--- config.mk ---
export PLATFORM = sky130hd
export DESIGN_NAME = length_prefixed_command_deframer_core
export DESIGN_NICKNAME = d
export VERILOG_FILES = /design/src/rtl/lpcd_pkg.sv /design/src/rtl/lpcd_fifo.sv /design/src/rtl/lpcd_front.sv /design/src/rtl/lpcd_back.sv /design/src/rtl/length_prefixed_command_deframer_core.sv
export SDC_FILE = /design/constraint.sdc
export NUM_CORES = 1
export LEC_CHECK = 0
export ABC_CLOCK_PERIOD_IN_PS = 11050
export BUFFER_PORTS_ARGS = -buffer_cell sky130_fd_sc_hd__buf_4
export CORE_ASPECT_RATIO = 1.75
export CORE_MARGIN = 8
export CORE_UTILIZATION = 35
export CTS_CLUSTER_SIZE = 30
export DETAILED_ROUTE_END_ITERATION = 6
export PLACE_DENSITY = 0.56
export SETUP_SLACK_MARGIN = 0.4
export SYNTH_ARGS = -nofsm -noshare
export SYNTH_HDL_FRONTEND = slang
export SYNTH_SLANG_ARGS = --single-unit
export TNS_END_PERCENT = 30
--- constraint.sdc ---
create_clock -name clock -period 11.05 [get_ports clock]
set_input_delay 2.21 -clock clock [delete_from_list [all_inputs] [get_ports clock]]
set_output_delay 2.21 -clock clock [all_outputs]
set_load 0.02 [all_outputs]
--- src/rtl/lpcd_pkg.sv ---
// Shared types, character codes and helpers for the length-prefixed command deframer.
`default_nettype none

package lpcd_pkg;

   localparam int BYTE_W      = 8;
   localparam int ACC_W       = 50;
   localparam int DRIVE_W     = 51;
   localparam int SCEN_W      = 5;
   localparam int KIND_W      = 3;
   localparam int CSR_INDEX_W = 8;
   localparam int TOKEN_DEPTH = 4;
   localparam int RSP_DEPTH   = 2;

   localparam logic [BYTE_W-1:0] CH_ZERO  = 8'h30;
   localparam logic [BYTE_W-1:0] CH_NINE  = 8'h39;
   localparam logic [BYTE_W-1:0] CH_CR    = 8'h0D;
   localparam logic [BYTE_W-1:0] CH_LF    = 8'h0A;
   localparam logic [BYTE_W-1:0] CH_T     = 8'h54;
   localparam logic [BYTE_W-1:0] CH_F     = 8'h46;
   localparam logic [BYTE_W-1:0] CH_S     = 8'h53;
   localparam logic [BYTE_W-1:0] CH_MINUS = 8'h2D;

   localparam logic [ACC_W-1:0]  MAX_MAGNITUDE = 50'd999999999999999;
   localparam logic [BYTE_W-1:0] SPEED_RESET   = 8'hFF;

   localparam logic [CSR_INDEX_W-1:0] CSR_FIRST_SPEED  = 8'd0;
   localparam logic [CSR_INDEX_W-1:0] CSR_SECOND_SPEED = 8'd1;

   typedef enum logic [KIND_W-1:0] {
      KIND_THROTTLE = 3'd0,
      KIND_FREE     = 3'd1,
      KIND_START    = 3'd2,
      KIND_STOP     = 3'd3,
      KIND_ECHO     = 3'd4
   } kind_type;

   // One payload byte with its position flags, passed from front to back
   typedef struct packed {
      logic [BYTE_W-1:0] data;
      logic              first;
      logic              second;
      logic              last;
   } token_type;

   typedef struct packed {
      kind_type                  kind;
      logic signed [DRIVE_W-1:0] drive;
      logic signed [SCEN_W-1:0]  scen;
      logic [BYTE_W-1:0]         echo;
   } rsp_type;

   function automatic logic is_digit(input logic [BYTE_W-1:0] b);
      return (b >= CH_ZERO) && (b <= CH_NINE);
   endfunction

endpackage

`default_nettype wire

--- src/rtl/lpcd_fifo.sv ---
// Small register queue with occupancy count, used between pipeline parts.
`default_nettype none

module lpcd_fifo #(
   parameter int WIDTH = 8,
   parameter int DEPTH = 4
) (
   input  wire logic             clock,
   input  wire logic             reset,
   input  wire logic             push,
   input  wire logic [WIDTH-1:0] wdata,
   output logic                  full,
   input  wire logic             pop,
   output logic [WIDTH-1:0]      rdata,
   output logic                  empty
);

   localparam int PTR_W = (DEPTH > 1) ? $clog2(DEPTH) : 1;
   localparam int CNT_W = $clog2(DEPTH + 1);

   logic [WIDTH-1:0] mem_ff [DEPTH];
   logic [PTR_W-1:0] wr_ptr_ff, wr_ptr_in;
   logic [PTR_W-1:0] rd_ptr_ff, rd_ptr_in;
   logic [CNT_W-1:0] count_ff, count_in;
   logic             push_ok, pop_ok;

   assign full    = (count_ff == CNT_W'(DEPTH));
   assign empty   = (count_ff == '0);
   assign push_ok = push && !full;
   assign pop_ok  = pop && !empty;
   assign rdata   = mem_ff[rd_ptr_ff];

   always_comb begin
      wr_ptr_in = wr_ptr_ff;
      rd_ptr_in = rd_ptr_ff;
      count_in  = count_ff;
      if (push_ok) begin
         wr_ptr_in = (wr_ptr_ff == PTR_W'(DEPTH - 1)) ? '0 : wr_ptr_ff + 1'b1;
      end
      if (pop_ok) begin
         rd_ptr_in = (rd_ptr_ff == PTR_W'(DEPTH - 1)) ? '0 : rd_ptr_ff + 1'b1;
      end
      unique case ({push_ok, pop_ok})
         2'b10:   count_in = count_ff + 1'b1;
         2'b01:   count_in = count_ff - 1'b1;
         default: count_in = count_ff;
      endcase
   end

   always_ff @(posedge clock) begin
      if (push_ok) begin
         mem_ff[wr_ptr_ff] <= wdata;
      end
   end

   always_ff @(posedge clock) begin
      if (reset) begin
         wr_ptr_ff <= '0;
         rd_ptr_ff <= '0;
         count_ff  <= '0;
      end else begin
         wr_ptr_ff <= wr_ptr_in;
         rd_ptr_ff <= rd_ptr_in;
         count_ff  <= count_in;
      end
   end

endmodule

`default_nettype wire

--- src/rtl/lpcd_front.sv ---
// Header parser: reads the length prefix and tags payload bytes for the back end.
`default_nettype none

module lpcd_front #(
   parameter int PAYLOAD_BYTES = 16,
   parameter int LENGTH_DIGITS = 3
) (
   input  wire logic                 clock,
   input  wire logic                 reset,
   input  wire logic                 accept,
   input  wire logic [7:0]           rx_byte,
   output logic                      tok_push,
   output lpcd_pkg::token_type       tok
);

   import lpcd_pkg::*;

   localparam int LEN_W = $clog2(10 ** LENGTH_DIGITS);
   localparam int CNT_W = $clog2(LENGTH_DIGITS + 1);
   localparam int FL_W  = $clog2(PAYLOAD_BYTES + 1);

   typedef enum logic [2:0] {
      PH_IDLE = 3'b001,
      PH_LEN  = 3'b010,
      PH_PAY  = 3'b100
   } phase_type;

   phase_type        phase_ff, phase_in;
   logic [LEN_W-1:0] len_ff, len_in;
   logic [CNT_W-1:0] cnt_ff, cnt_in;
   logic [FL_W-1:0]  flen_ff, flen_in;
   logic [FL_W-1:0]  idx_ff, idx_in;
   logic [LEN_W+3:0] len_next;
   logic             len_ok;
   logic             last;

   // Decimal shift-in of one length digit
   assign len_next = {len_ff, 3'b000} + {3'b000, len_ff, 1'b0}
                   + (LEN_W + 4)'(rx_byte - CH_ZERO);
   assign len_ok   = (len_ff != '0) && (32'(len_ff) <= 32'(PAYLOAD_BYTES));
   assign last     = (FL_W'(idx_ff + 1'b1) == flen_ff);

   assign tok.data   = rx_byte;
   assign tok.first  = (idx_ff == '0);
   assign tok.second = (idx_ff == FL_W'(1));
   assign tok.last   = last;
   assign tok_push   = accept && (phase_ff == PH_PAY);

   always_comb begin
      phase_in = phase_ff;
      len_in   = len_ff;
      cnt_in   = cnt_ff;
      flen_in  = flen_ff;
      idx_in   = idx_ff;
      if (accept) begin
         unique case (phase_ff)
            PH_IDLE, PH_LEN: begin
               priority if (phase_ff == PH_LEN && rx_byte == CH_CR) begin
                  flen_in = len_ok ? FL_W'(len_ff) : '0;
                  len_in  = '0;
                  cnt_in  = '0;
               end else if (phase_ff == PH_LEN && rx_byte == CH_LF) begin
                  if (flen_ff != '0) begin
                     phase_in = PH_PAY;
                     idx_in   = '0;
                  end else begin
                     phase_in = PH_IDLE;
                     len_in   = '0;
                     cnt_in   = '0;
                     flen_in  = '0;
                     idx_in   = '0;
                  end
               end else if (is_digit(rx_byte)) begin
                  phase_in = PH_LEN;
                  if (cnt_ff < CNT_W'(LENGTH_DIGITS)) begin
                     len_in = LEN_W'(len_next);
                     cnt_in = cnt_ff + 1'b1;
                  end
               end else begin
                  phase_in = phase_ff;
               end
            end
            PH_PAY: begin
               if (last) begin
                  phase_in = PH_IDLE;
                  len_in   = '0;
                  cnt_in   = '0;
                  flen_in  = '0;
                  idx_in   = '0;
               end else begin
                  idx_in = idx_ff + 1'b1;
               end
            end
            default: begin
               phase_in = PH_IDLE;
            end
         endcase
      end
   end

   always_ff @(posedge clock) begin
      if (reset) begin
         phase_ff <= PH_IDLE;
         len_ff   <= '0;
         cnt_ff   <= '0;
         flen_ff  <= '0;
         idx_ff   <= '0;
      end else begin
         phase_ff <= phase_in;
         len_ff   <= len_in;
         cnt_ff   <= cnt_in;
         flen_ff  <= flen_in;
         idx_ff   <= idx_in;
      end
   end

endmodule

`default_nettype wire

--- src/rtl/lpcd_back.sv ---
// Command executor: accumulates the payload and builds the result at frame end.
`default_nettype none

module lpcd_back (
   input  wire logic                clock,
   input  wire logic                reset,
   input  wire lpcd_pkg::token_type tok,
   input  wire logic                tok_empty,
   output logic                     tok_pop,
   input  wire logic [7:0]          first_speed,
   input  wire logic [7:0]          second_speed,
   output lpcd_pkg::rsp_type        rsp,
   output logic                     rsp_push,
   input  wire logic                rsp_full
);

   import lpcd_pkg::*;

   logic [ACC_W-1:0]  acc_ff, acc_in;
   logic              neg_ff, neg_in;
   logic [BYTE_W-1:0] cmd_ff, cmd_in;
   logic [BYTE_W-1:0] scen_ff, scen_in;
   logic              done_ff, done_in;
   logic [ACC_W+3:0]  prod;
   logic [3:0]        scen_num;
   logic [SCEN_W-1:0] scen_idx;
   logic [DRIVE_W-1:0] mag;

   // Hold the token queue while a finished result cannot leave
   assign tok_pop  = !tok_empty && !(done_ff && rsp_full);
   assign rsp_push = done_ff && !rsp_full;

   assign prod = {1'b0, acc_ff, 3'b000} + {3'b000, acc_ff, 1'b0}
               + (ACC_W + 4)'(tok.data - CH_ZERO);

   always_comb begin
      acc_in  = acc_ff;
      neg_in  = neg_ff;
      cmd_in  = cmd_ff;
      scen_in = scen_ff;
      if (tok_pop) begin
         if (tok.first) begin
            cmd_in  = tok.data;
            scen_in = '0;
            acc_in  = '0;
            neg_in  = 1'b0;
         end else begin
            if (tok.second) begin
               scen_in = tok.data;
            end
            if (is_digit(tok.data)) begin
               acc_in = (prod > (ACC_W + 4)'(MAX_MAGNITUDE)) ? MAX_MAGNITUDE
                                                            : ACC_W'(prod);
            end else if (tok.data == CH_MINUS) begin
               neg_in = !neg_ff;
            end
         end
      end
      priority if (tok_pop && tok.last) begin
         done_in = 1'b1;
      end else if (rsp_push) begin
         done_in = 1'b0;
      end else begin
         done_in = done_ff;
      end
   end

   // Result build from the settled frame registers
   assign scen_num = is_digit(scen_ff) ? 4'(scen_ff - CH_ZERO) : 4'd0;
   assign scen_idx = {1'b0, scen_num} - SCEN_W'(1);
   assign mag      = {1'b0, acc_ff};

   always_comb begin
      rsp.kind  = KIND_ECHO;
      rsp.drive = '0;
      rsp.scen  = '1;
      rsp.echo  = '0;
      unique case (cmd_ff)
         CH_T: begin
            rsp.kind  = KIND_THROTTLE;
            rsp.drive = neg_ff ? (~mag + 1'b1) : mag;
         end
         CH_F: begin
            rsp.kind = KIND_FREE;
         end
         CH_S: begin
            rsp.scen = scen_idx;
            priority if (scen_idx == SCEN_W'(0)) begin
               rsp.kind  = KIND_START;
               rsp.drive = DRIVE_W'(first_speed);
            end else if (scen_idx == SCEN_W'(1)) begin
               rsp.kind  = KIND_START;
               rsp.drive = DRIVE_W'(second_speed);
            end else begin
               rsp.kind = KIND_STOP;
            end
         end
         default: begin
            rsp.kind = KIND_ECHO;
            rsp.echo = cmd_ff;
         end
      endcase
   end

   always_ff @(posedge clock) begin
      acc_ff  <= acc_in;
      neg_ff  <= neg_in;
      cmd_ff  <= cmd_in;
      scen_ff <= scen_in;
   end

   always_ff @(posedge clock) begin
      if (reset) begin
         done_ff <= 1'b0;
      end else begin
         done_ff <= done_in;
      end
   end

endmodule

`default_nettype wire

--- src/rtl/length_prefixed_command_deframer_core.sv ---
// Top level of the length-prefixed command deframer: front, token queue, back, result queue.
`default_nettype none

// Channel    Handshake            Payload                              Direction
// req        push / full          req_rx_byte                          in
// rsp        pop / empty          rsp_command_kind, rsp_drive_value,   out
//                                 rsp_scenario_index, rsp_echo_byte
// csr        csr_valid/csr_ready  csr_index, csr_wdata                 in
//
// One byte is taken per cycle; full rises only when the four-entry token queue
// between the header parser and the executor is occupied.
// A result passes the token queue and the executor's registers before it enters
// the result queue, and is visible while empty is low.
// A stalled result side fills the two-entry result queue, then the token queue,
// then raises full. Synchronous reset returns everything to idle; both
// scenario speeds reset to 255. csr_ready is always high.

module length_prefixed_command_deframer_core #(
   parameter int PAYLOAD_BYTES = 16,
   parameter int LENGTH_DIGITS = 3
) (
   input  wire logic        clock,
   input  wire logic        reset,
   // byte input
   input  wire logic        push,
   output logic             full,
   input  wire logic [7:0]  req_rx_byte,
   // result output
   input  wire logic        pop,
   output logic             empty,
   output logic [2:0]       rsp_command_kind,
   output logic signed [50:0] rsp_drive_value,
   output logic signed [4:0]  rsp_scenario_index,
   output logic [7:0]       rsp_echo_byte,
   // register writes
   input  wire logic        csr_valid,
   output logic             csr_ready,
   input  wire logic [7:0]  csr_index,
   input  wire logic [7:0]  csr_wdata
);

   import lpcd_pkg::*;

   logic              accept;
   logic              tok_push;
   token_type         tok_wr, tok_rd;
   logic              tok_empty, tok_pop;
   rsp_type           rsp_wr, rsp_rd;
   logic              rsp_push, rsp_full;
   logic [BYTE_W-1:0] speed1_ff, speed1_in;
   logic [BYTE_W-1:0] speed2_ff, speed2_in;

   assign accept    = push && !full;
   assign csr_ready = 1'b1;

   // Register writes; an index beyond the list is dropped
   always_comb begin
      speed1_in = speed1_ff;
      speed2_in = speed2_ff;
      if (csr_valid && csr_ready) begin
         priority if (csr_index == CSR_FIRST_SPEED) begin
            speed1_in = csr_wdata;
         end else if (csr_index == CSR_SECOND_SPEED) begin
            speed2_in = csr_wdata;
         end else begin
            speed1_in = speed1_ff;
         end
      end
   end

   always_ff @(posedge clock) begin
      if (reset) begin
         speed1_ff <= SPEED_RESET;
         speed2_ff <= SPEED_RESET;
      end else begin
         speed1_ff <= speed1_in;
         speed2_ff <= speed2_in;
      end
   end

   // Header parsing and tagging of payload bytes
   lpcd_front #(
      .PAYLOAD_BYTES (PAYLOAD_BYTES),
      .LENGTH_DIGITS (LENGTH_DIGITS)
   ) u_front (
      .clock    (clock),
      .reset    (reset),
      .accept   (accept),
      .rx_byte  (req_rx_byte),
      .tok_push (tok_push),
      .tok      (tok_wr)
   );

   // Token queue decoupling the parser from the executor
   lpcd_fifo #(
      .WIDTH ($bits(token_type)),
      .DEPTH (TOKEN_DEPTH)
   ) u_tok_fifo (
      .clock (clock),
      .reset (reset),
      .push  (tok_push),
      .wdata (tok_wr),
      .full  (full),
      .pop   (tok_pop),
      .rdata (tok_rd),
      .empty (tok_empty)
   );

   // Accumulation and result build
   lpcd_back u_back (
      .clock        (clock),
      .reset        (reset),
      .tok          (tok_rd),
      .tok_empty    (tok_empty),
      .tok_pop      (tok_pop),
      .first_speed  (speed1_ff),
      .second_speed (speed2_ff),
      .rsp          (rsp_wr),
      .rsp_push     (rsp_push),
      .rsp_full     (rsp_full)
   );

   // Result queue: holds finished results while the consumer stalls
   lpcd_fifo #(
      .WIDTH ($bits(rsp_type)),
      .DEPTH (RSP_DEPTH)
   ) u_rsp_fifo (
      .clock (clock),
      .reset (reset),
      .push  (rsp_push),
      .wdata (rsp_wr),
      .full  (rsp_full),
      .pop   (pop),
      .rdata (rsp_rd),
      .empty (empty)
   );

   assign rsp_command_kind   = rsp_rd.kind;
   assign rsp_drive_value    = rsp_rd.drive;
   assign rsp_scenario_index = rsp_rd.scen;
   assign rsp_echo_byte      = rsp_rd.echo;

   // The executor never offers a result to a full result queue
   a_rsp_no_overflow : assert property (@(posedge clock) disable iff (reset)
      rsp_push |-> !rsp_full)
      else $error("result pushed into full result queue");

   // Tokens are only taken when present
   a_tok_pop_valid : assert property (@(posedge clock) disable iff (reset)
      tok_pop |-> !tok_empty)
      else $error("token popped from empty queue");

   // A scenario start always names scenario one or two
   a_start_index : assert property (@(posedge clock) disable iff (reset)
      (!empty && rsp_command_kind == KIND_START) |->
         (rsp_scenario_index == 5'sd0 || rsp_scenario_index == 5'sd1))
      else $error("scenario start with index outside one and two");

   // Reset leaves both queues empty
   a_reset_empty : assert property (@(posedge clock)
      reset |=> (empty && !full))
      else $error("queues not empty after reset");

endmodule

`default_nettype wire

* After elaboration in Yosys (flattened, before gate mapping)
Memories as Yosys holds them, arrays and structs flattened. A register that Yosys moved wholly into a read port is not among the register bits.
Index checks and enable logic that the tools add are counted.
** Storage, ports and cells
- Bits in registers :: 120
- Latch bits :: 0
- Memory bits (writable) :: 178
- ROM bits :: 0
- Memories kept :: 2
** Memories
- u_rsp_fifo.mem_ff :: words 2, bits a word 67, rd ports 1, clocked after Yosys merged registers in 1, write ports 1, RTL line lpcd_fifo.sv:21 : logic [WIDTH-1:0] mem_ff [DEPTH];
- u_tok_fifo.mem_ff :: words 4, bits a word 11, rd ports 1, clocked after Yosys merged registers in 1, write ports 1, RTL line lpcd_fifo.sv:21
** Operators by class
- $add $sub $neg :: 19
- Multiply operators :: 0
- Divide/modulo/power cells :: 0
- $lt $le $gt $ge :: 9
- Equal/unequal tests :: 31
- Shifts and indexed selects :: 0
- Muxes and demuxes :: 60
- Bitwise operators :: 2
- Reductions and logical operators :: 48
** Operator list (count)
- 51-bit one-hot mux with 2 select lines :: 1
- 50-bit 2-to-1 mux :: 2
- 10-bit 2-to-1 mux :: 6
- 53-bit by 51-bit adder with 54-bit output :: 1
- 54-bit adder :: 1
- 54-bit by 50-bit greater-than comparator with 1-bit output, second input constant :: 1
- 52-bit 2-to-1 mux :: 1
- 51-bit by 1-bit adder with 51-bit output, second input constant :: 1
- 51-bit 2-to-1 mux :: 1
- 50-bit inverter with 51-bit output :: 1
- 5-bit 2-to-1 mux :: 9
- 8-bit by 7-bit equality test with 1-bit output, second input constant :: 3
- 8-bit by 6-bit >= comparator with 1-bit output, second input constant :: 3
- 8-bit by 6-bit <= comparator with 1-bit output, second input constant :: 3
- 8-bit 2-to-1 mux :: 3
- 10-bit adder :: 2
- 2-bit 2-to-1 mux :: 10
- 10-bit one-hot mux with 2 select lines :: 1
- 5-bit one-hot mux with 2 select lines :: 2
- 8-bit by 6-bit subtractor with 9-bit output, second input constant :: 2
- 8-bit by 4-bit equality test with 1-bit output, second input constant :: 2
- 1-bit logical AND :: 16
- 3-bit 2-to-1 mux :: 5
- 2-bit nonzero test :: 7
- other kinds (45) :: 85

* Logic depth before layout (Yosys ltp)
- Depth in word-level cells :: 8
- Depth in mapped cells :: 21

* Hierarchy
A second synthesis with hierarchy kept.
** Unflattened totals
- Cell total of the unflattened synthesis :: 1760
- Area total of the unflattened synthesis :: 19162.1 um2
** By module, submodules not included
- lpcd_back :: instances 1, cells each 1110, area each 9207.6 um2, sequential area each 2031.9 um2
- lpcd_fifo at u_rsp_fifo :: instances 1, cells each 234, area each 5044.8 um2, sequential area each 4124.0 um2
- lpcd_front :: instances 1, cells each 239, area each 2162.1 um2, sequential area each 500.5 um2
- lpcd_fifo at u_tok_fifo :: instances 1, cells each 111, area each 2075.7 um2, sequential area each 1501.4 um2
- length_prefixed_command_deframer_core :: instances 1, cells each 66, area each 671.9 um2, sequential area each 320.3 um2

* Worst setup path after synthesis
Ideal clock, no wire load.
- Path kind :: reg2reg
- Start point :: register with a tool-made name
- End point :: register u_back.acc_ff[18], data pin
- Data arrival time :: 7.176 ns
- Setup slack :: 3.615 ns
- Cell stages (with the launch flop) :: 21
- Path buffers :: 4
- Path through :: dfxtp_1 -> buf_1 -> mux4_2 -> ha_1 -> or3_1 -> inv_1 -> fa_1 -> ha_1 -> clkbuf_1 -> nand4_1 -> or2_1 -> a2bb2oi_1 -> a211o_1 -> a21o_1 -> a2111oi_0 -> nor3_1 -> xnor2_1 -> or4_1 -> clkbuf_1 -> clkbuf_1 -> o31a_1
** RTL lines
- end signal: assignment :: RTL line lpcd_back.sv:106 : acc_ff <= acc_in;
- end: declaration :: RTL line lpcd_back.sv:19 : logic [ACC_W-1:0] acc_ff, acc_in;

==> key figures <==
Global routing
  • Number of global-route vias before repair: 14658
  • First-pass GRT wire length: 85960 um
  • Grt total ovfl: 0
  • Tot GR Track Use: 0.1808
  • Pin count of the biggest net entering global routing: 68
  • Initial antenna violation count: 0

Status
  • Status: finished clean

Clocking
  • Clock Latency Late Sink: 600 ps
  • Clock Path Buffers: 3
  • # clock sinks: 301
  • Root Buffer: clkbuf_16
  • Resize count post-CTS: 0
  • CTS tree: built
  • Post-CTS setup buffer count: 0
  • H-Tree Level Count: 1
  • Clock buffer count from CTS: 30
  • CTS clk-pin slew, worst paths: 60 ps
  • Cts hold-fix bufs: 0

Placement
  • IO Port Bufs: 97
  • Hpwl dp: 44390 um
  • Routability cong.: 1.005
  • Dpl cells: 2513

Synthesis
  • Synth top area share: 0.3888
  • Post-Syn Area: 18920 um2
  • Asr flop ratio synth: 0
  • Commonest cells in the synthesized netlist: 245 x edfxtp_1, 186 x nor2_1, 132 x nand2_1
  • Top cells by area, synth: edfxtp_1 39%, fa_1 6.0%, dfxtp_1 5.9%
  • Avg Inst Size Synth: 10.56 um2
  • Number of flops mapped to enable cells by yosys: 245
  • Syn Inst Count: 1792
  • Ys Warns: 0
  • Biggest area consumer among synthesized cells: edfxtp_1
  • Synthesized Nets: 1961
  • Unique masters post-synth: 84
  • Sequential area share after synthesis: 0.4480
  • Flip-flop and latch count after synthesis: 301
  • Top-count cell post-synth: edfxtp_1
  • Dominant synthesized flop cell: edfxtp_1

Power and ir drop
  • Leak pwr: 7.784 nW
  • Reg power frac: 0.513
  • Cell Int Power: 1.881 mW
  • Comb pwr share: 0.035
  • Power per cell area: 111.1 nW/um2
  • Max VDD drop: 0.1209 mV
  • Clk pwr share: 0.452
  • Switching power: 494.3 uW
  • Net Sw Frac: 0.2081

Timing
  • Slew @ Worst Pin: 1211 ps
  • Fin crit share: 0.7209
  • Max-slew violations: 0
  • Highest clock rate: 125.5 MHz
  • Worst rel slew slack: 0.1859
  • Final Hold Vio Count: 0
  • Finish-stage setup viols: 0
  • RSZ-0062 raised after global routing: false
  • Setup TNS: 0 ps
  • Worst Clk Skew: 33.16 ps
  • Min cycle time layout: 7966 ps

Finish
  • Share of post-route cells with drive strength above 1: 0.1416
  • Filler instances: 5232
  • # nets final: 2024
  • Synth-to-Final Area Change: 13.01%
  • Finished Layout Cells: 2568
  • Ant diodes: 0

Detailed routing
  • Starting DRT DRC Count: 794
  • # DRC: 0
  • First-pass DRT Iterations: 5
  • Post-DRT Antenna Nets: 0
  • Vias per cell: 5.600
  • Wire per inst: 22.17 um
  • Drt total wl: 56940 um
  • Vias: 14381

Floorplan
  • Row count: 113
  • Die ar.: 62060 um2
  • I/O Pins: 99
  • Die W: 191.8 um
  • Core Area: 53870 um2
  • Initial Utilization: 0.3513
  • Die height: 323.6 um

Worst setup path
  • CP Max Fanout: 44
  • Req. time, crit path: 11410 ps
  • CP Class: register to register
  • CP Launch Type: register
  • Arrival time at the worst endpoint: 8320 ps
  • Critical Path Sink Type: register

Run
  • Max cap viols: 0

Hold path
  • Min-Delay Path Class: register to register
[kinds of logic after synthesis]
kind of cell | synth area share
other cells | 0.0001982
compound gates | 0.1424
mux | 0.05726
xor+xnor | 0.04767
buf+inv | 0.03180
flops | 0.4480
fa+ha+maj | 0.1152
simple gates | 0.1575
[per-layer routing]
layer  GRT usage  vias up  wire length, um
met4      0.1221        0             4402
met1      0.1631     7012            18280
li1            -     6757                -
met2      0.3609      438            32000
met5           0        -                0
met3     0.02399      174             2261
[worst max-delay path: stages (launching register included)]
cell	delay [ps]
dfxtp_1	800
mux4_2	660
ha_1	270
or3_1	440
inv_2	70
buf_4	560
fa_1	550
ha_1	480
nand2_1	130
o21ai_0	730
o211ai_1	210
a221oi_1	870
nand3_1	210
or4_1	520
a211oi_1	230
o211ai_1	130
and2_1	520
and3_1	330
[final timing paths]
kind | endpoint | slack, ps | cells past startpoint | start
max | u_back.acc_ff[30]$_SDFFCE_PP0P_ | 3080 | 17 | register
max reg2reg | u_back.acc_ff[30]$_SDFFCE_PP0P_ | 3080 | 17 | register
min | speed2_ff[0]$_SDFFE_PP1P_ | 460 | 1 | speed2_ff[0]$_SDFFE_PP1P_
min reg2reg | speed2_ff[0]$_SDFFE_PP1P_ | 460 | 1 | speed2_ff[0]$_SDFFE_PP1P_
[area by class of cell]
class / count / area, um2 / area share
inverter: 82 / 307.8 / 0.01439
timing repair buffer: 108 / 810.8 / 0.03791
tap: 690 / 863.3 / 0.04037
clock buffer: 37 / 797.0 / 0.03727
clock inverter: 18 / 254.0 / 0.01188
sequential: 301 / 8479 / 0.3965
multi-input combinational: 1332 / 9872 / 0.4616
[sequential cells by signal (all words and copies together), names as in the netlist, named ones only]
register,count
u_front.idx_ff,5
u_rsp_fifo.mem_ff,134
u_tok_fifo.count_ff,3
u_back.scen_ff,8
u_tok_fifo.mem_ff,44
u_back.done_ff,1
u_front.phase_ff,3
u_tok_fifo.rd_ptr_ff,2
speed1_ff,8
u_back.acc_ff,50
speed2_ff,8
u_rsp_fifo.wr_ptr_ff,1
u_front.len_ff,10
u_back.cmd_ff,8
u_tok_fifo.wr_ptr_ff,2
u_rsp_fifo.count_ff,2
u_back.neg_ff,1
u_front.cnt_ff,2
u_front.flen_ff,5
u_rsp_fifo.rd_ptr_ff,1
[power by group through the flow]
| stage | combinational (mW) | sequential (mW) | clock, mW |
|---|---|---|---|
| after CTS | 0.0829 | 1.22 | 1.10 |
| final | 0.0822 | 1.22 | 1.07 |
| after global placement | 0.0808 | 1.24 | 0 |
| after global routing | 0.0918 | 1.22 | 1.14 |
| after detailed placement | 0.0823 | 1.24 | 0 |
| after floorplan | 0.0554 | 1.24 | 0 |
[cell usage in the layout (no fill, tap or decap), types with 25 or more instances in the layout]
cell,count
a21oi_1,123
clkbuf_16,30
a21o_1,25
ha_1,83
inv_1,81
fa_1,57
nand2_1,131
nor3_1,37
dfxtp_1,55
xnor2_1,47
and2_1,25
mux2_2,70
nor2_1,185
o21ai_0,69
xor2_1,56
edfxtp_1,245
nand4_1,28
buf_4,108
[through the flow]
| stage | cell area, um2 | util | setup WS [ps] | hold slack [ps] | total power, mW |
|---|---|---|---|---|---|
| after CTS | 21380 | 0.3970 | 3264 | 464.6 | 2.405 |
| after global routing | 21380 | 0.3970 | 2634 | 486.0 | 2.451 |
| after floorplan | 18920 | - | 3615 | 435.9 | 1.298 |
| after detailed placement | 20330 | 0.3775 | 3257 | 449.6 | 1.326 |
| after global placement | 20330 | 0.3775 | 3313 | 442.7 | 1.324 |
| final | 21380 | 0.3970 | 3084 | 463.0 | 2.375 |
No activity file was read; power rests on OpenSTA's default activity.
